## src/rtl/core/ilbsg_pkg.sv

```systemverilog
`default_nettype none
// ----------------------------------------------------------------------------
// ilbsg_pkg
// Shared constants, selector codes and control structs for the block size
// GCD engine.
// ----------------------------------------------------------------------------
package ilbsg_pkg;

    localparam int DEF_MAX_ITEMS   = 65536;
    localparam int DEF_OFFSET_BITS = 48;
    localparam int BS_BITS         = 17;
    localparam logic [BS_BITS-1:0] BLOCK_MAX = {BS_BITS{1'b1}};

    typedef enum logic [2:0] {
        GSEL_RUN,
        GSEL_GAP,
        GSEL_FIN_RUN,
        GSEL_FIN_GAP,
        GSEL_FIN_FIRST
    } gcd_sel_t;

    typedef enum logic [1:0] {
        WB_RUN,
        WB_GAP,
        WB_ACC
    } wb_sel_t;

    typedef struct packed {
        logic     accept;
        logic     gcd_start;
        gcd_sel_t gcd_sel;
        logic     gcd_wb;
        wb_sel_t  wb_sel;
        logic     finish;
    } ilbsg_cmd_t;

    typedef struct packed {
        logic brk;
        logic gap;
        logic last;
        logic direct;
        logic seen_gap;
        logic gcd_done;
    } ilbsg_status_t;

endpackage
`default_nettype wire

```

## src/rtl/core/index_list_block_size_gcd.sv

```systemverilog
`default_nettype none
// ----------------------------------------------------------------------------
// index_list_block_size_gcd
// Largest contiguous block size of a streamed list of element offsets.
//
// Input channel: in_valid/in_stall with offset and last; one offset per
// transfer, last marks the final offset of a list. Output channel:
// out_valid/out_stall with block_size and overflow, one result per list.
// A break adds one GCD over the run lengths and, for a gap, one more over
// the gap lengths; each GCD is a binary GCD stepping once per cycle. The
// last item then runs up to three further GCDs before the result register
// loads. The result register holds a finished result while out_stall is
// high; new items are taken meanwhile, and only the next result waits for
// it. Reset clears the list state and drops any pending result.
// ----------------------------------------------------------------------------
module index_list_block_size_gcd
    import ilbsg_pkg::*;
#(
    parameter int MAX_ITEMS   = DEF_MAX_ITEMS,
    parameter int OFFSET_BITS = DEF_OFFSET_BITS
)
(
    input  wire logic                   clk,
    input  wire logic                   rst_n,
    input  wire logic                   in_valid,
    output logic                        in_stall,
    input  wire logic [OFFSET_BITS-1:0] offset,
    input  wire logic                   last,
    output logic                        out_valid,
    input  wire logic                   out_stall,
    output logic [BS_BITS-1:0]          block_size,
    output logic                        overflow
);

    ilbsg_cmd_t    cmd;
    ilbsg_status_t status;

    ilbsg_ctrl u_ctrl (
        .clk       (clk),
        .rst_n     (rst_n),
        .in_valid  (in_valid),
        .in_stall  (in_stall),
        .out_valid (out_valid),
        .out_stall (out_stall),
        .status    (status),
        .cmd       (cmd)
    );

    ilbsg_datapath #(
        .MAX_ITEMS   (MAX_ITEMS),
        .OFFSET_BITS (OFFSET_BITS)
    ) u_datapath (
        .clk        (clk),
        .rst_n      (rst_n),
        .cmd        (cmd),
        .status     (status),
        .offset     (offset),
        .last       (last),
        .block_size (block_size),
        .overflow   (overflow)
    );

endmodule
`default_nettype wire

```

## src/rtl/core/ilbsg_gcd.sv

```systemverilog
`default_nettype none
// ----------------------------------------------------------------------------
// ilbsg_gcd
// Iterative binary GCD: one halving or subtract step per cycle, result
// shifted back by the common power of two.
// ----------------------------------------------------------------------------
module ilbsg_gcd
    import ilbsg_pkg::*;
#(
    parameter int G = DEF_OFFSET_BITS
)
(
    input  wire logic         clk,
    input  wire logic         rst_n,
    input  wire logic         start,
    input  wire logic [G-1:0] a_in,
    input  wire logic [G-1:0] b_in,
    output logic              done,
    output logic [G-1:0]      result
);

    localparam int K_BITS = $clog2(G + 1);

    logic [G-1:0]      a_reg, a_next;
    logic [G-1:0]      b_reg, b_next;
    logic [K_BITS-1:0] k_reg, k_next;
    logic              busy_reg, busy_next;
    logic              done_reg, done_next;
    logic [G-1:0]      result_reg, result_next;

    always_comb
    begin
        a_next      = a_reg;
        b_next      = b_reg;
        k_next      = k_reg;
        busy_next   = busy_reg;
        done_next   = 1'b0;
        result_next = result_reg;
        if (start)
        begin
            a_next    = a_in;
            b_next    = b_in;
            k_next    = '0;
            busy_next = 1'b1;
        end
        else if (busy_reg)
        begin
            if (a_reg == '0 || b_reg == '0)
            begin
                result_next = (a_reg | b_reg) << k_reg;
                busy_next   = 1'b0;
                done_next   = 1'b1;
            end
            else
            begin
                case ({a_reg[0], b_reg[0]})
                    2'b00:
                    begin
                        a_next = a_reg >> 1;
                        b_next = b_reg >> 1;
                        k_next = k_reg + K_BITS'(1);
                    end
                    2'b01:
                    begin
                        a_next = a_reg >> 1;
                    end
                    2'b10:
                    begin
                        b_next = b_reg >> 1;
                    end
                    default:
                    begin
                        if (a_reg >= b_reg)
                            a_next = (a_reg - b_reg) >> 1;
                        else
                            b_next = (b_reg - a_reg) >> 1;
                    end
                endcase
            end
        end
    end

    always_ff @(posedge clk or negedge rst_n)
    begin
        if (!rst_n)
        begin
            busy_reg <= 1'b0;
            done_reg <= 1'b0;
        end
        else
        begin
            busy_reg <= busy_next;
            done_reg <= done_next;
        end
    end

    always_ff @(posedge clk)
    begin
        a_reg      <= a_next;
        b_reg      <= b_next;
        k_reg      <= k_next;
        result_reg <= result_next;
    end

    assign done   = done_reg;
    assign result = result_reg;

endmodule
`default_nettype wire

```

## src/rtl/core/ilbsg_datapath.sv

```systemverilog
`default_nettype none
// ----------------------------------------------------------------------------
// ilbsg_datapath
// List state, step classification, GCD operand routing and the result
// register.
// ----------------------------------------------------------------------------
module ilbsg_datapath
    import ilbsg_pkg::*;
#(
    parameter int MAX_ITEMS   = DEF_MAX_ITEMS,
    parameter int OFFSET_BITS = DEF_OFFSET_BITS
)
(
    input  wire logic                   clk,
    input  wire logic                   rst_n,
    input  wire ilbsg_cmd_t             cmd,
    output ilbsg_status_t               status,
    input  wire logic [OFFSET_BITS-1:0] offset,
    input  wire logic                   last,
    output logic [BS_BITS-1:0]          block_size,
    output logic                        overflow
);

    localparam int CNT_BITS = $clog2(MAX_ITEMS + 2);
    localparam int G        = (OFFSET_BITS > CNT_BITS) ? OFFSET_BITS : CNT_BITS;
    localparam int W        = (G > BS_BITS) ? G : BS_BITS;
    localparam logic [CNT_BITS-1:0] COUNT_SAT = CNT_BITS'(MAX_ITEMS + 1);
    localparam logic [CNT_BITS-1:0] COUNT_MAX = CNT_BITS'(MAX_ITEMS);
    localparam logic [CNT_BITS-1:0] CNT_ONE   = CNT_BITS'(1);
    localparam logic [OFFSET_BITS-1:0] OFF_ONE = OFFSET_BITS'(1);

    logic [OFFSET_BITS-1:0] prev_reg, prev_next;
    logic [OFFSET_BITS-1:0] first_reg, first_next;
    logic [CNT_BITS-1:0]    run_len_reg, run_len_next;
    logic [CNT_BITS-1:0]    count_reg, count_next;
    logic [CNT_BITS-1:0]    run_gcd_reg, run_gcd_next;
    logic [OFFSET_BITS-1:0] gap_gcd_reg, gap_gcd_next;
    logic                   seen_break_reg, seen_break_next;
    logic                   seen_gap_reg, seen_gap_next;
    logic                   last_gap_reg, last_gap_next;
    logic                   forced_reg, forced_next;
    logic [CNT_BITS-1:0]    pend_len_reg, pend_len_next;
    logic [OFFSET_BITS-1:0] gap_len_reg, gap_len_next;
    logic [G-1:0]           acc_reg, acc_next;
    logic                   brk_reg, brk_next;
    logic                   gap_reg, gap_next;
    logic                   last_reg, last_next;
    logic [BS_BITS-1:0]     block_size_reg;
    logic                   overflow_reg;

    logic [OFFSET_BITS-1:0] step;
    logic                   step_up;
    logic                   plus_one;
    logic                   is_gap;
    logic                   ovf;
    logic                   direct;
    logic [W-1:0]           bs_wide;
    logic [G-1:0]           op_a;
    logic [G-1:0]           op_b;
    logic                   gcd_done;
    logic [G-1:0]           gcd_result;

    assign step     = offset - prev_reg;
    assign step_up  = offset > prev_reg;
    assign plus_one = step_up && (step == OFF_ONE);
    assign is_gap   = step_up && (step != OFF_ONE);
    assign ovf      = count_reg > COUNT_MAX;
    assign direct   = ovf || !seen_break_reg || forced_reg;

    always_comb
    begin
        if (ovf || (seen_break_reg && forced_reg))
            bs_wide = W'(1);
        else if (!seen_break_reg)
            bs_wide = W'(count_reg);
        else
            bs_wide = W'(acc_reg);
    end

    always_comb
    begin
        case (cmd.gcd_sel)
            GSEL_RUN:
            begin
                op_a = G'(run_gcd_reg);
                op_b = G'(pend_len_reg);
            end
            GSEL_GAP:
            begin
                op_a = G'(gap_gcd_reg);
                op_b = G'(gap_len_reg);
            end
            GSEL_FIN_RUN:
            begin
                op_a = G'(run_gcd_reg);
                op_b = G'(run_len_reg);
            end
            GSEL_FIN_GAP:
            begin
                op_a = gcd_result;
                op_b = G'(gap_gcd_reg);
            end
            GSEL_FIN_FIRST:
            begin
                op_a = gcd_result;
                op_b = G'(first_reg);
            end
            default:
            begin
                op_a = '0;
                op_b = '0;
            end
        endcase
    end

    ilbsg_gcd #(
        .G(G)
    ) u_gcd (
        .clk    (clk),
        .rst_n  (rst_n),
        .start  (cmd.gcd_start),
        .a_in   (op_a),
        .b_in   (op_b),
        .done   (gcd_done),
        .result (gcd_result)
    );

    always_comb
    begin
        prev_next       = prev_reg;
        first_next      = first_reg;
        run_len_next    = run_len_reg;
        count_next      = count_reg;
        run_gcd_next    = run_gcd_reg;
        gap_gcd_next    = gap_gcd_reg;
        seen_break_next = seen_break_reg;
        seen_gap_next   = seen_gap_reg;
        last_gap_next   = last_gap_reg;
        forced_next     = forced_reg;
        pend_len_next   = pend_len_reg;
        gap_len_next    = gap_len_reg;
        acc_next        = acc_reg;
        brk_next        = brk_reg;
        gap_next        = gap_reg;
        last_next       = last_reg;

        if (cmd.accept)
        begin
            prev_next = offset;
            last_next = last;
            brk_next  = 1'b0;
            gap_next  = 1'b0;
            if (count_reg == '0)
            begin
                first_next   = offset;
                run_len_next = CNT_ONE;
                count_next   = CNT_ONE;
            end
            else
            begin
                count_next    = (count_reg < COUNT_SAT) ? count_reg + CNT_ONE : COUNT_SAT;
                last_gap_next = is_gap;
                if (plus_one)
                begin
                    run_len_next = (run_len_reg < COUNT_SAT) ? run_len_reg + CNT_ONE
                                                             : COUNT_SAT;
                end
                else
                begin
                    if (last_gap_reg)
                        forced_next = 1'b1;
                    pend_len_next   = run_len_reg;
                    run_len_next    = CNT_ONE;
                    seen_break_next = 1'b1;
                    brk_next        = 1'b1;
                    if (is_gap)
                    begin
                        gap_len_next  = step - OFF_ONE;
                        seen_gap_next = 1'b1;
                        gap_next      = 1'b1;
                    end
                end
            end
        end

        if (cmd.gcd_wb)
        begin
            case (cmd.wb_sel)
                WB_RUN:  run_gcd_next = CNT_BITS'(gcd_result);
                WB_GAP:  gap_gcd_next = OFFSET_BITS'(gcd_result);
                WB_ACC:  acc_next     = gcd_result;
                default: acc_next     = acc_reg;
            endcase
        end

        if (cmd.finish)
        begin
            prev_next       = '0;
            first_next      = '0;
            run_len_next    = '0;
            count_next      = '0;
            run_gcd_next    = '0;
            gap_gcd_next    = '0;
            seen_break_next = 1'b0;
            seen_gap_next   = 1'b0;
            last_gap_next   = 1'b0;
            forced_next     = 1'b0;
            brk_next        = 1'b0;
            gap_next        = 1'b0;
            last_next       = 1'b0;
        end
    end

    always_ff @(posedge clk or negedge rst_n)
    begin
        if (!rst_n)
        begin
            prev_reg       <= '0;
            first_reg      <= '0;
            run_len_reg    <= '0;
            count_reg      <= '0;
            run_gcd_reg    <= '0;
            gap_gcd_reg    <= '0;
            seen_break_reg <= 1'b0;
            seen_gap_reg   <= 1'b0;
            last_gap_reg   <= 1'b0;
            forced_reg     <= 1'b0;
            brk_reg        <= 1'b0;
            gap_reg        <= 1'b0;
            last_reg       <= 1'b0;
        end
        else
        begin
            prev_reg       <= prev_next;
            first_reg      <= first_next;
            run_len_reg    <= run_len_next;
            count_reg      <= count_next;
            run_gcd_reg    <= run_gcd_next;
            gap_gcd_reg    <= gap_gcd_next;
            seen_break_reg <= seen_break_next;
            seen_gap_reg   <= seen_gap_next;
            last_gap_reg   <= last_gap_next;
            forced_reg     <= forced_next;
            brk_reg        <= brk_next;
            gap_reg        <= gap_next;
            last_reg       <= last_next;
        end
    end

    always_ff @(posedge clk)
    begin
        pend_len_reg <= pend_len_next;
        gap_len_reg  <= gap_len_next;
        acc_reg      <= acc_next;
        if (cmd.finish)
        begin
            block_size_reg <= (bs_wide > W'(BLOCK_MAX)) ? BLOCK_MAX : BS_BITS'(bs_wide);
            overflow_reg   <= ovf;
        end
    end

    assign status.brk      = brk_reg;
    assign status.gap      = gap_reg;
    assign status.last     = last_reg;
    assign status.direct   = direct;
    assign status.seen_gap = seen_gap_reg;
    assign status.gcd_done = gcd_done;

    assign block_size = block_size_reg;
    assign overflow   = overflow_reg;

endmodule
`default_nettype wire

```

## src/rtl/core/ilbsg_ctrl.sv

```systemverilog
`default_nettype none
// ----------------------------------------------------------------------------
// ilbsg_ctrl
// Sequencer: accepts an item, runs the GCD updates a break calls for and
// the final GCD chain a last item needs, then loads the result register.
// ----------------------------------------------------------------------------
module ilbsg_ctrl
    import ilbsg_pkg::*;
(
    input  wire logic          clk,
    input  wire logic          rst_n,
    input  wire logic          in_valid,
    output logic               in_stall,
    output logic               out_valid,
    input  wire logic          out_stall,
    input  wire ilbsg_status_t status,
    output ilbsg_cmd_t         cmd
);

    typedef enum logic [3:0] {
        S_IDLE,
        S_DISPATCH,
        S_RUN_WAIT,
        S_GAP_WAIT,
        S_FINAL,
        S_FIN_RUN_WAIT,
        S_FIN_GAP_WAIT,
        S_FIN_FIRST_WAIT,
        S_FIN_DONE
    } state_t;

    state_t state_reg, state_next;
    logic   out_valid_reg, out_valid_next;
    logic   finish_ok;

    assign finish_ok = !out_valid_reg || !out_stall;

    always_comb
    begin
        state_next    = state_reg;
        cmd           = '0;
        cmd.gcd_sel   = GSEL_RUN;
        cmd.wb_sel    = WB_ACC;
        case (state_reg)
            S_IDLE:
            begin
                if (in_valid)
                begin
                    cmd.accept = 1'b1;
                    state_next = S_DISPATCH;
                end
            end
            S_DISPATCH:
            begin
                if (status.brk)
                begin
                    cmd.gcd_start = 1'b1;
                    cmd.gcd_sel   = GSEL_RUN;
                    state_next    = S_RUN_WAIT;
                end
                else if (status.last)
                    state_next = S_FINAL;
                else
                    state_next = S_IDLE;
            end
            S_RUN_WAIT:
            begin
                if (status.gcd_done)
                begin
                    cmd.gcd_wb = 1'b1;
                    cmd.wb_sel = WB_RUN;
                    if (status.gap)
                    begin
                        cmd.gcd_start = 1'b1;
                        cmd.gcd_sel   = GSEL_GAP;
                        state_next    = S_GAP_WAIT;
                    end
                    else if (status.last)
                        state_next = S_FINAL;
                    else
                        state_next = S_IDLE;
                end
            end
            S_GAP_WAIT:
            begin
                if (status.gcd_done)
                begin
                    cmd.gcd_wb = 1'b1;
                    cmd.wb_sel = WB_GAP;
                    state_next = status.last ? S_FINAL : S_IDLE;
                end
            end
            S_FINAL:
            begin
                if (!status.direct)
                begin
                    cmd.gcd_start = 1'b1;
                    cmd.gcd_sel   = GSEL_FIN_RUN;
                    state_next    = S_FIN_RUN_WAIT;
                end
                else if (finish_ok)
                begin
                    cmd.finish = 1'b1;
                    state_next = S_IDLE;
                end
            end
            S_FIN_RUN_WAIT:
            begin
                if (status.gcd_done)
                begin
                    cmd.gcd_wb    = 1'b1;
                    cmd.wb_sel    = WB_ACC;
                    cmd.gcd_start = 1'b1;
                    if (status.seen_gap)
                    begin
                        cmd.gcd_sel = GSEL_FIN_GAP;
                        state_next  = S_FIN_GAP_WAIT;
                    end
                    else
                    begin
                        cmd.gcd_sel = GSEL_FIN_FIRST;
                        state_next  = S_FIN_FIRST_WAIT;
                    end
                end
            end
            S_FIN_GAP_WAIT:
            begin
                if (status.gcd_done)
                begin
                    cmd.gcd_wb    = 1'b1;
                    cmd.wb_sel    = WB_ACC;
                    cmd.gcd_start = 1'b1;
                    cmd.gcd_sel   = GSEL_FIN_FIRST;
                    state_next    = S_FIN_FIRST_WAIT;
                end
            end
            S_FIN_FIRST_WAIT:
            begin
                if (status.gcd_done)
                begin
                    cmd.gcd_wb = 1'b1;
                    cmd.wb_sel = WB_ACC;
                    state_next = S_FIN_DONE;
                end
            end
            S_FIN_DONE:
            begin
                if (finish_ok)
                begin
                    cmd.finish = 1'b1;
                    state_next = S_IDLE;
                end
            end
            default:
            begin
                state_next = S_IDLE;
            end
        endcase
    end

    always_comb
    begin
        if (cmd.finish)
            out_valid_next = 1'b1;
        else
            out_valid_next = out_valid_reg && out_stall;
    end

    always_ff @(posedge clk or negedge rst_n)
    begin
        if (!rst_n)
        begin
            state_reg     <= S_IDLE;
            out_valid_reg <= 1'b0;
        end
        else
        begin
            state_reg     <= state_next;
            out_valid_reg <= out_valid_next;
        end
    end

    assign in_stall  = (state_reg != S_IDLE);
    assign out_valid = out_valid_reg;

endmodule
`default_nettype wire

```

## config.mk

```make
export PLATFORM = sky130hd
export DESIGN_NAME = index_list_block_size_gcd
export DESIGN_NICKNAME = d
export VERILOG_FILES = /design/src/rtl/core/ilbsg_pkg.sv /design/src/rtl/core/index_list_block_size_gcd.sv /design/src/rtl/core/ilbsg_gcd.sv /design/src/rtl/core/ilbsg_datapath.sv /design/src/rtl/core/ilbsg_ctrl.sv
export SDC_FILE = /design/constraint.sdc
export NUM_CORES = 1
export LEC_CHECK = 0
export BUFFER_PORTS_ARGS = -buffer_cell sky130_fd_sc_hd__buf_2
export CORE_UTILIZATION = 40
export DETAILED_ROUTE_END_ITERATION = 8
export HOLD_SLACK_MARGIN = 0.06
export SETUP_SLACK_MARGIN = 0.15
export SLEW_MARGIN = 20
export SYNTH_ARGS = -nofsm -noshare
export SYNTH_HDL_FRONTEND = slang
export SYNTH_SLANG_ARGS = --single-unit
```

## constraint.sdc

```tcl
create_clock -name clk -period 6.15 [get_ports clk]
set_input_delay 1.845 -clock clk [delete_from_list [all_inputs] [get_ports clk]]
set_output_delay 1.845 -clock clk [all_outputs]
set_load 0.01 [all_outputs]
```

# Word-level counts from Yosys, hierarchy flattened
# Index checks and enable logic that the tools add are counted.
[word_totals] reg_bits=490 in_bits=53 out_inout_bits=20 elab_cells=221
[op_classes] add_sub_neg=7 magnitude_cmp=6 n_eq_ne=30 shifts=1 muxes=98 n_bitwise=5 reduce_logical=48
[ops] operator="two-way mux 48 bit" n=18
[ops] operator="case mux 48 bit (5 select lines)" n=1
[ops] operator="two-way mux 17 bit" n=12
[ops] operator="case mux 48 bit (2 select lines)" n=2
[ops] operator="case mux 48 bit (3 select lines)" n=1
[ops] operator="subtractor 48 bit" n=3
[ops] operator="logical NOT 48 bit" n=2
[ops] operator="two-way mux 4 bit" n=13
[ops] operator="== test 48 x 1 -> 1 bit, second input constant" n=1
[ops] operator=">= comparator 48 bit" n=1
[ops] operator="greater-than comparator 48 x 17 -> 1 bit, second input constant" n=1
[ops] operator="greater-than comparator 48 bit" n=1
[ops] operator="inequality test 48 x 1 -> 1 bit, second input constant" n=1
[ops] operator="bitwise OR 48 bit" n=1
[ops] operator="left shift 48 x 6 -> 48 bit" n=1
[ops] operator="subtractor 48 x 1 -> 48 bit, second input constant" n=1
[ops] operator="two-way mux 1 bit" n=40
[ops] operator="case mux 4 bit (9 select lines)" n=1
[ops] operator="adder 17 x 1 -> 17 bit, second input constant" n=2
[ops] operator="< comparator 17 bit, second input constant" n=2
[ops] operator="two-way mux 7 bit" n=3
[ops] operator="case mux 4 bit (5 select lines)" n=1
[ops] operator="AND reduction 4 bit" n=5
[ops] operator="greater-than comparator 17 bit, second input constant" n=1
[ops] operator="other kinds (31)" n=80

# Depth between registers and ports, before layout
# Gate-level depths: netlist of run 1.
[logic_depth] word_depth=9 mapped_depth=18 mapped_depth_nobuf=16

# Hierarchy
# Synthesis of run 1 repeated with hierarchy kept, for this count alone.
[hier_totals] cells_unflattened=4108 area_unflattened_um2=35830.6
[by_module_without_submodules] mod="ilbsg_datapath" instances=1 cells_each=2129 area_each_um2=19752.7 seq_area_each_um2=8988.6
[by_module_without_submodules] mod="ilbsg_gcd" instances=1 cells_each=1906 area_each_um2=15528.6 seq_area_each_um2=4494.3
[by_module_without_submodules] mod="ilbsg_ctrl" instances=1 cells_each=73 area_each_um2=549.3 seq_area_each_um2=125.1

# Worst setup path after synthesis of run 1
# No wires, ideal clock.
[synth_path] kind="input port to flip-flop" startpoint="input offset[0]" endpoint="register u_datapath.gap_len_reg[0], enable pin" setup_ps=425 arrival_time_ps=5955 t_required_ps=5725 path_slack_ps=-231 stages=15 path_buffers=0 cell_sequence="inv_1 -> ha_1 -> inv_1 -> fa_1 -> a21oi_1 -> o221a_2 -> o21ai_4 -> a31oi_4 -> nor2_1 -> a311oi_1 -> a311oi_2 -> or3b_1 -> and4b_1 -> and4_1 -> a21oi_2"
[synth_via] elab_chain_len=5 word_cells_on_any_way=8 classes_between="add/sub (1); order compare (1); eq/ne (2); bitwise (1); reduce/logical (3)"
[synth_rtl] element="start: declaration" line_no="index_list_block_size_gcd.sv:27" rtl="input wire logic [OFFSET_BITS-1:0] offset,"
[synth_rtl] element="subtractor 48 bit" line_no="ilbsg_datapath.sv:63" rtl="assign step = offset - prev_reg;"
[synth_rtl] element="== test 48 x 1 -> 1 bit" line_no="ilbsg_datapath.sv:65" rtl="assign plus_one = step_up && (step == OFF_ONE);"
[synth_rtl] element="logical AND 1 bit" line_no="ilbsg_datapath.sv:65"
[synth_rtl] element="inverter 1 bit (no line)"
[synth_rtl] element="AND reduction 4 bit (no line) *"
[synth_rtl] element="end signal: assignment" line_no="ilbsg_datapath.sv:253" rtl="gap_len_reg <= gap_len_next;"
[synth_rtl] element="end: declaration" line_no="ilbsg_datapath.sv:43" rtl="logic [OFFSET_BITS-1:0] gap_len_reg, gap_len_next;"
# Mark *: on every way between the ends. The rest lies on a longest branch, timed or not.
# A chain may end at the register's enable or synchronous reset.

# Final worst setup path of run 1
[layout_path] startpoint="register u_datapath.u_gcd.a_reg[0]" endpoint="register u_datapath.u_gcd.a_reg[19], enable pin"
[layout_via] elab_chain_len=4 word_cells_on_any_way=11 classes_between="order compare (1); eq/ne (4); reduce/logical (6)"
[layout_rtl] element="start: declaration" line_no="ilbsg_gcd.sv:24" rtl="logic [G-1:0] a_reg, a_next;"
[layout_rtl] element="start signal: assignment" line_no="ilbsg_gcd.sv:99" rtl="a_reg <= a_next;"
[layout_rtl] element="parallel branches: the longest is 3 deep, another holds >= comparator 48 bit"
[layout_rtl] element="AND reduction 4 bit (no line) *"
# Every way passes the cells marked *.

==> flow_summary.yaml, run 1 <==
sta:
  relSlewSlack_pct: 16.03
  finalCritPeriodShare_pct: 87.59
  whs_ns: 0.4990
  rsz0062_at_grt: "false"
  max_freq_ghz: 0.1856
  fin_tns_setup_ns: 0
  finalCriticalPeriod_ns: 5.387
  tightest_slew_ns: 1.255
  setup_viol: 0
  slew_violations: 0
  hold_viol: 0
  final.setup_skew_ns: 0.02783
synth:
  ys.warnings.count: 0
  synth_top_area_share_pct: 24.25
  synth_area_leaders: "edfxtp_1, dfrtp_1, ha_1"
  synth.ff_latch_count: 490
  avgSynthCellArea_um2: 8.836
  yosysTopAreaCell: "edfxtp_1"
  netlist_area_um2: 34050
  syn_nets: 4107
  ys_types: 96
  async_reset_ff_share_pct: 42.65
  syn_inst: 3854
  yosysSeqAreaShare_pct: 39.96
  synth_edf_count: 275
  synth_flop_cell: "edfxtp_1"
setup_path:
  endpoint_kind: "register"
  critPathKind: "reg2reg"
  cp-startpoint: "u_datapath.u_gcd.a_reg[0]$_DFFE_PP_"
  critPathMaxFanout: 27
  cp.arrival_ns: 5.66
  r2r_slack_ns: 0.76
  cp-start-kind: "register"
  worstPathRequired_ns: 6.42
  r2r_end: "u_datapath.u_gcd.a_reg[19]$_DFFE_PP_"
  endpoint: "u_datapath.u_gcd.a_reg[19]$_DFFE_PP_"
  reg2reg_depth: 16
  r2r-start: "u_datapath.u_gcd.a_reg[0]$_DFFE_PP_"
clock_network:
  clock_sinks: 490
  path_clk_slew_ns: 0.06
  clk_path_buf_depth: 3
  cts_setup_buffers: 0
  numCtsBuffers: 56
  post_cts_resized: 0
  cts-htree-levels: 2
  clk_latency_ns: 0.64
  ctsHoldBuffers: 0
  clock-root-buffer: "clkbuf_16"
  cts_tree: "built"
routing:
  drt_iter0_drc: 3488
  drc: 0
  wl_um: 117200
  drt-wirelength-per-cell_um: 23.18
  ant_nets: 0
  dr.pass1.iters: 9
  vias: 29970
  viasPerCell: 5.928
placed_design:
  dp_hpwl_um: 90810
  port-buffer-count: 72
  gp_congestion: 1.019
global_routing:
  grt_pass1_vias: 28250
  antenna_found_initial: 1
  grt_max_degree: 97
  grt_usage_pct: 26.96
  grt_pass1_wl_um: 178000
  grt-ovfl-total: 0
power_and_ir_drop:
  power.leakage_uw: 0.01523
  ir_worst_vdd_uv: 412.9
  power_density_nw_per_um2: 688.5
  power_uw: 26180
floorplanning:
  initial_core_util_pct: 40.56
  io_pins: 73
  row_count: 106
  fp.dieW_um: 293.8
  dieArea_um2: 86300
  core_um2: 83950
  die_y_um: 293.8
final_layout:
  finalNetCount: 4128
  utilization_pct: 45.29
  multi_input_area_um2: 18730
  final_layout_size_suffix_gt1_share_pct: 9.791
  final_common_cell: "nand2_1"
  layout_common_cells: "nand2_1, a21oi_1, nor2_1, edfxtp_1, o21ai_0"
  ff_latch_area_um2: 13610
  diodes: 0
  nFillCells: 8207
  area_delta_synth_final_pct: 11.67
min_path:
  hold_class: "reg2reg"
outcome:
  outcome: "completed"
run:
  maxCapViolCount: 0
[per-layer routing]
metal  GRT usage [%]  wire (um)  vias up
met4           8.778       4075        2
met3           3.059       8170      175
met5               0         15        -
li1                -          -    14050
met2           41.45      51600     1097
met1           39.35      53330    14650
[per-stage QoR]
stage                     std cells  setup slack [ns]  area, um^2
final                          5056            0.7633       38030
after global routing           5056            0.4756       38030
after CTS                      5056            0.5604       38020
after detailed placement       4951           -0.1093       36070
after global placement         4951          -0.04858       36070
after floorplan                3854            0.2902       34070
[power breakdown]
part	total [uW]	leakage, uW	internal [uW]	switching (uW)
logic	16100	0.00891	6010	10000
clock network	3530	0.000944	2100	1430
registers	6590	0.00538	5320	1270
total	26200	0.0152	13400	12700
[how the worst min path moves through the flow]
stage                                                  endpoint  cells past startpoint                                    from  slack [ns]
final                         u_datapath.forced_reg$_DFFE_PN0P_                      1     u_datapath.last_gap_reg$_DFFE_PN0P_        0.50
after global routing             u_datapath.brk_reg$_DFFE_PN0P_                      1          u_datapath.brk_reg$_DFFE_PN0P_        0.53
after CTS                     u_datapath.forced_reg$_DFFE_PN0P_                      1     u_datapath.last_gap_reg$_DFFE_PN0P_        0.50
after detailed placement      u_datapath.forced_reg$_DFFE_PN0P_                      1     u_datapath.last_gap_reg$_DFFE_PN0P_        0.48
after global placement        u_datapath.forced_reg$_DFFE_PN0P_                      1     u_datapath.last_gap_reg$_DFFE_PN0P_        0.48
after floorplan           u_datapath.pend_len_reg[11]$_DFFE_PP_                      0  u_datapath.run_len_reg[11]$_DFFE_PN0P_        0.42
[final cells by class]
type	instances	area share [%]
well taps	1134	3.731
flip-flops and latches	490	35.80
clock inverters	34	1.092
inverters	234	2.316
clock buffers	71	4.018
multi-input cells	2890	49.25
repair buffers	203	3.791
[synth_stat cells (39+ instances only)]
master    number
ha_1         197
and3_1        45
a21oi_1      342
o31ai_1       71
o21ai_0      270
edfxtp_1     275
nand2_1      524
inv_1        225
a222oi_1      60
nand3_1       91
xnor2_1      135
nor2_1       296
nor3_1        69
a211oi_1      54
o21bai_1      41
nor4_1        59
nand4_1       46
mux2i_1       63
dfrtp_1      209
a21o_1        39
clkbuf_1     205
[critical path: stages, from the launching register on]
cell      delay [ns]
edfxtp_1        0.57
inv_1           0.12
ha_1            0.31
fa_1            0.42
o21bai_1        0.15
a21oi_1         0.11
o21ai_0         0.38
a211oi_1        0.28
o211ai_1        0.44
nand3_1         0.18
a21boi_0        0.40
o31ai_1         0.18
a31oi_1         0.29
o31ai_1         0.12
a211o_1         0.44
a31oi_4         0.20
buf_4           0.42
[kinds of logic (layout without fill, tap and decap cells)]
group                    count (synthesis)  after routing  synth area share, %
AO/OA/AOI/OAI                         1112           1112                21.06
XOR/XNOR                               172            172                4.424
adder cells (fa/ha/maj)                200            200                7.415
buffers and inverters                  474            542                5.365
flip-flops                             490            490                39.96
multiplexers                            98             98                3.803
AND/OR/NAND/NOR                       1308           1308                17.97
Power figures use the tool's default switching activity.
==> inputs of run 2 (changes only) <==
--- a/config.mk
+++ b/config.mk
@@ -6,9 +6,12 @@
 export NUM_CORES = 1
 export LEC_CHECK = 0
 export BUFFER_PORTS_ARGS = -buffer_cell sky130_fd_sc_hd__buf_2
-export CORE_UTILIZATION = 40
+export CELL_PAD_IN_SITES_DETAIL_PLACEMENT = 2
+export CELL_PAD_IN_SITES_GLOBAL_PLACEMENT = 2
+export CORE_UTILIZATION = 37
 export DETAILED_ROUTE_END_ITERATION = 8
 export HOLD_SLACK_MARGIN = 0.06
+export PLACE_DENSITY_LB_ADDON = 0.1
 export SETUP_SLACK_MARGIN = 0.15
 export SLEW_MARGIN = 20
 export SYNTH_ARGS = -nofsm -noshare
==> run 2 against run 1 <==
Wire length up 29%; worst setup slack worse by 0.31 ns; register-to-register slack got worse by 0.03 ns; clock power is 5% higher.
==> flow_summary.yaml, run 2 (synthesis results as in run 1) <==
outcome:
  outcome: "completed"
global_routing:
  grt_pass1_vias: 33530
  grt_max_degree: 88
  grt_pass1_wl_um: 225100
  grt_usage_pct: 32.06
  grt-ovfl-total: 0
  antenna_found_initial: 7
clock_network:
  ctsHoldBuffers: 0
  cts_tree: "built"
  post_cts_resized: 0
  clk_path_buf_depth: 3
  clock_sinks: 490
  cts-htree-levels: 2
  cts_setup_buffers: 0
  clock-root-buffer: "clkbuf_16"
  path_clk_slew_ns: 0.06
  clk_latency_ns: 0.68
  numCtsBuffers: 59
sta:
  tightest_slew_ns: 1.096
  rsz0062_at_grt: "false"
  hold_viol: 0
  setup_viol: 0
  fin_tns_setup_ns: 0
  final.setup_skew_ns: 0.03487
  finalCritPeriodShare_pct: 92.61
  max_freq_ghz: 0.1756
  relSlewSlack_pct: 26.70
  whs_ns: 0.5102
  slew_violations: 0
  finalCriticalPeriod_ns: 5.695
routing:
  wl_um: 151300
  dr.pass1.iters: 9
  drt-wirelength-per-cell_um: 29.51
  drt_iter0_drc: 2758
  vias: 31540
  ant_nets: 0
  drc: 0
  viasPerCell: 6.154
setup_path:
  worstPathRequired_ns: 6.71
  r2r-start: "u_datapath.u_gcd.a_reg[0]$_DFFE_PP_"
  critPathMaxFanout: 19
  endpoint_kind: "register"
  critPathKind: "in2reg"
  r2r_slack_ns: 0.73
  endpoint: "u_datapath.last_gap_reg$_DFFE_PN0P_"
  cp-start-kind: "input pin"
  reg2reg_depth: 17
  crit_path_top_delay_cell: "or3b_1"
  cp_cell_sequence: "buf_2 -> inv_1 -> ha_1 -> inv_1 -> fa_1 -> a21oi_1 -> buf_4 -> o221ai_1 -> a21oi_1 -> buf_4 -> a21oi_1 -> o21ai_1 -> xnor2_1 -> a311oi_2 -> or3b_1 -> and4b_1 -> and4_1 -> buf_4 -> a21oi_4 -> buf_12 -> a31o_1"
  cp-startpoint: "offset[0]"
  cpPeakStageDelay_ns: 0.41
  cp.arrival_ns: 6.26
  r2r_end: "u_datapath.u_gcd.a_reg[1]$_DFFE_PP_"
floorplanning:
  dieArea_um2: 93250
  row_count: 110
  die_y_um: 305.4
  initial_core_util_pct: 37.60
  core_um2: 90560
  io_pins: 73
  fp.dieW_um: 305.4
placed_design:
  gp_congestion: 0.9984
  dp_cells: 5011
  dp_hpwl_um: 117500
  port-buffer-count: 72
final_layout:
  final_layout_size_suffix_gt1_share_pct: 10.36
  instances_no_fill: 5126
  layout_common_cells: "nand2_1, a21oi_1, nor2_1, edfxtp_1, o21ai_0"
  finalNetCount: 4149
  nFillCells: 9908
  utilization_pct: 42.28
  final_common_cell: "nand2_1"
  area_delta_synth_final_pct: 12.45
power_and_ir_drop:
  power_density_nw_per_um2: 725.3
  ir_worst_vdd_uv: 652.6
  power.leakage_uw: 0.01534
  power_uw: 27770
min_path:
  hold_class: "reg2reg"
  hp-start: "u_datapath.u_gcd.result[42]$_DFFE_PP_"
  min_path_cells: 0
run:
  maxCapViolCount: 0
[run 2: changes by cell type in the layout (fill, tap and decap cells not counted), sizes merged]
cell | previous run | this run
diode | 0 | 3
clkinvlp | 3 | 4
bufinv | 8 | 7
clkbuf | 71 | 78
clkinv | 24 | 28
inv | 233 | 229
buf | 203 | 221
[run 2: worst min path at each step]
stage / slack (ns) / end
floorplan: 0.42 / u_datapath.pend_len_reg[11]$_DFFE_PP_
global placement: 0.47 / u_datapath.acc_reg[42]$_DFFE_PP_
detailed placement: 0.49 / u_datapath.acc_reg[42]$_DFFE_PP_
CTS: 0.51 / u_datapath.acc_reg[42]$_DFFE_PP_
global route: 0.54 / u_datapath.acc_reg[42]$_DFFE_PP_
finish: 0.51 / u_datapath.acc_reg[42]$_DFFE_PP_
[run 2: area by class of cell]
cell class	count	area, um^2	area share, %
multi-input combinational	2890	18740	48.94
clock buffer	78	1609	4.202
sequential	490	13610	35.55
timing repair buffer	221	1577	4.117
tap	1176	1471	3.843
inverter	234	880.8	2.300
antenna	3	7.507	0.01960
clock inverter	34	396.6	1.036
[run 2: power breakdown]
group	internal, uW	leakage (uW)	switching [uW]
combinational	6100	0.00899	11300
clock	2140	0.000974	1550
sequential	5320	0.00538	1380
total	13600	0.0153	14200
[run 2: layer usage]
layer | global-route usage, % | wire, um | vias up | part of all wire [%]
li1 | - | - | 14080 | -
met1 | 45.51 | 69220 | 16370 | 46
met2 | 50.39 | 68090 | 920 | 45
met3 | 4.721 | 9797 | 170 | 6.5
met4 | 9.337 | 4158 | 0 | 2.7
met5 | 0 | 0 | - | 0
[run 2: metrics by stage]
step           instance area [um^2]  worst slack, ns
5_1_grt                       38290           0.2468
6_report                      38290           0.4546
3_3_place_gp                  36270          -0.1428
2_1_floorplan                 34070           0.2902
3_5_place_dp                  36270          -0.3286
4_1_cts                       38280           0.3806
[run 2: critical path: cells and delay by family]
kind            cells  cell delay (ns)
buf+inv             7             0.98
simple gates        3             1.07
compound gates      8             1.55
fa+ha+maj           2             0.63
xor+xnor            1             0.18
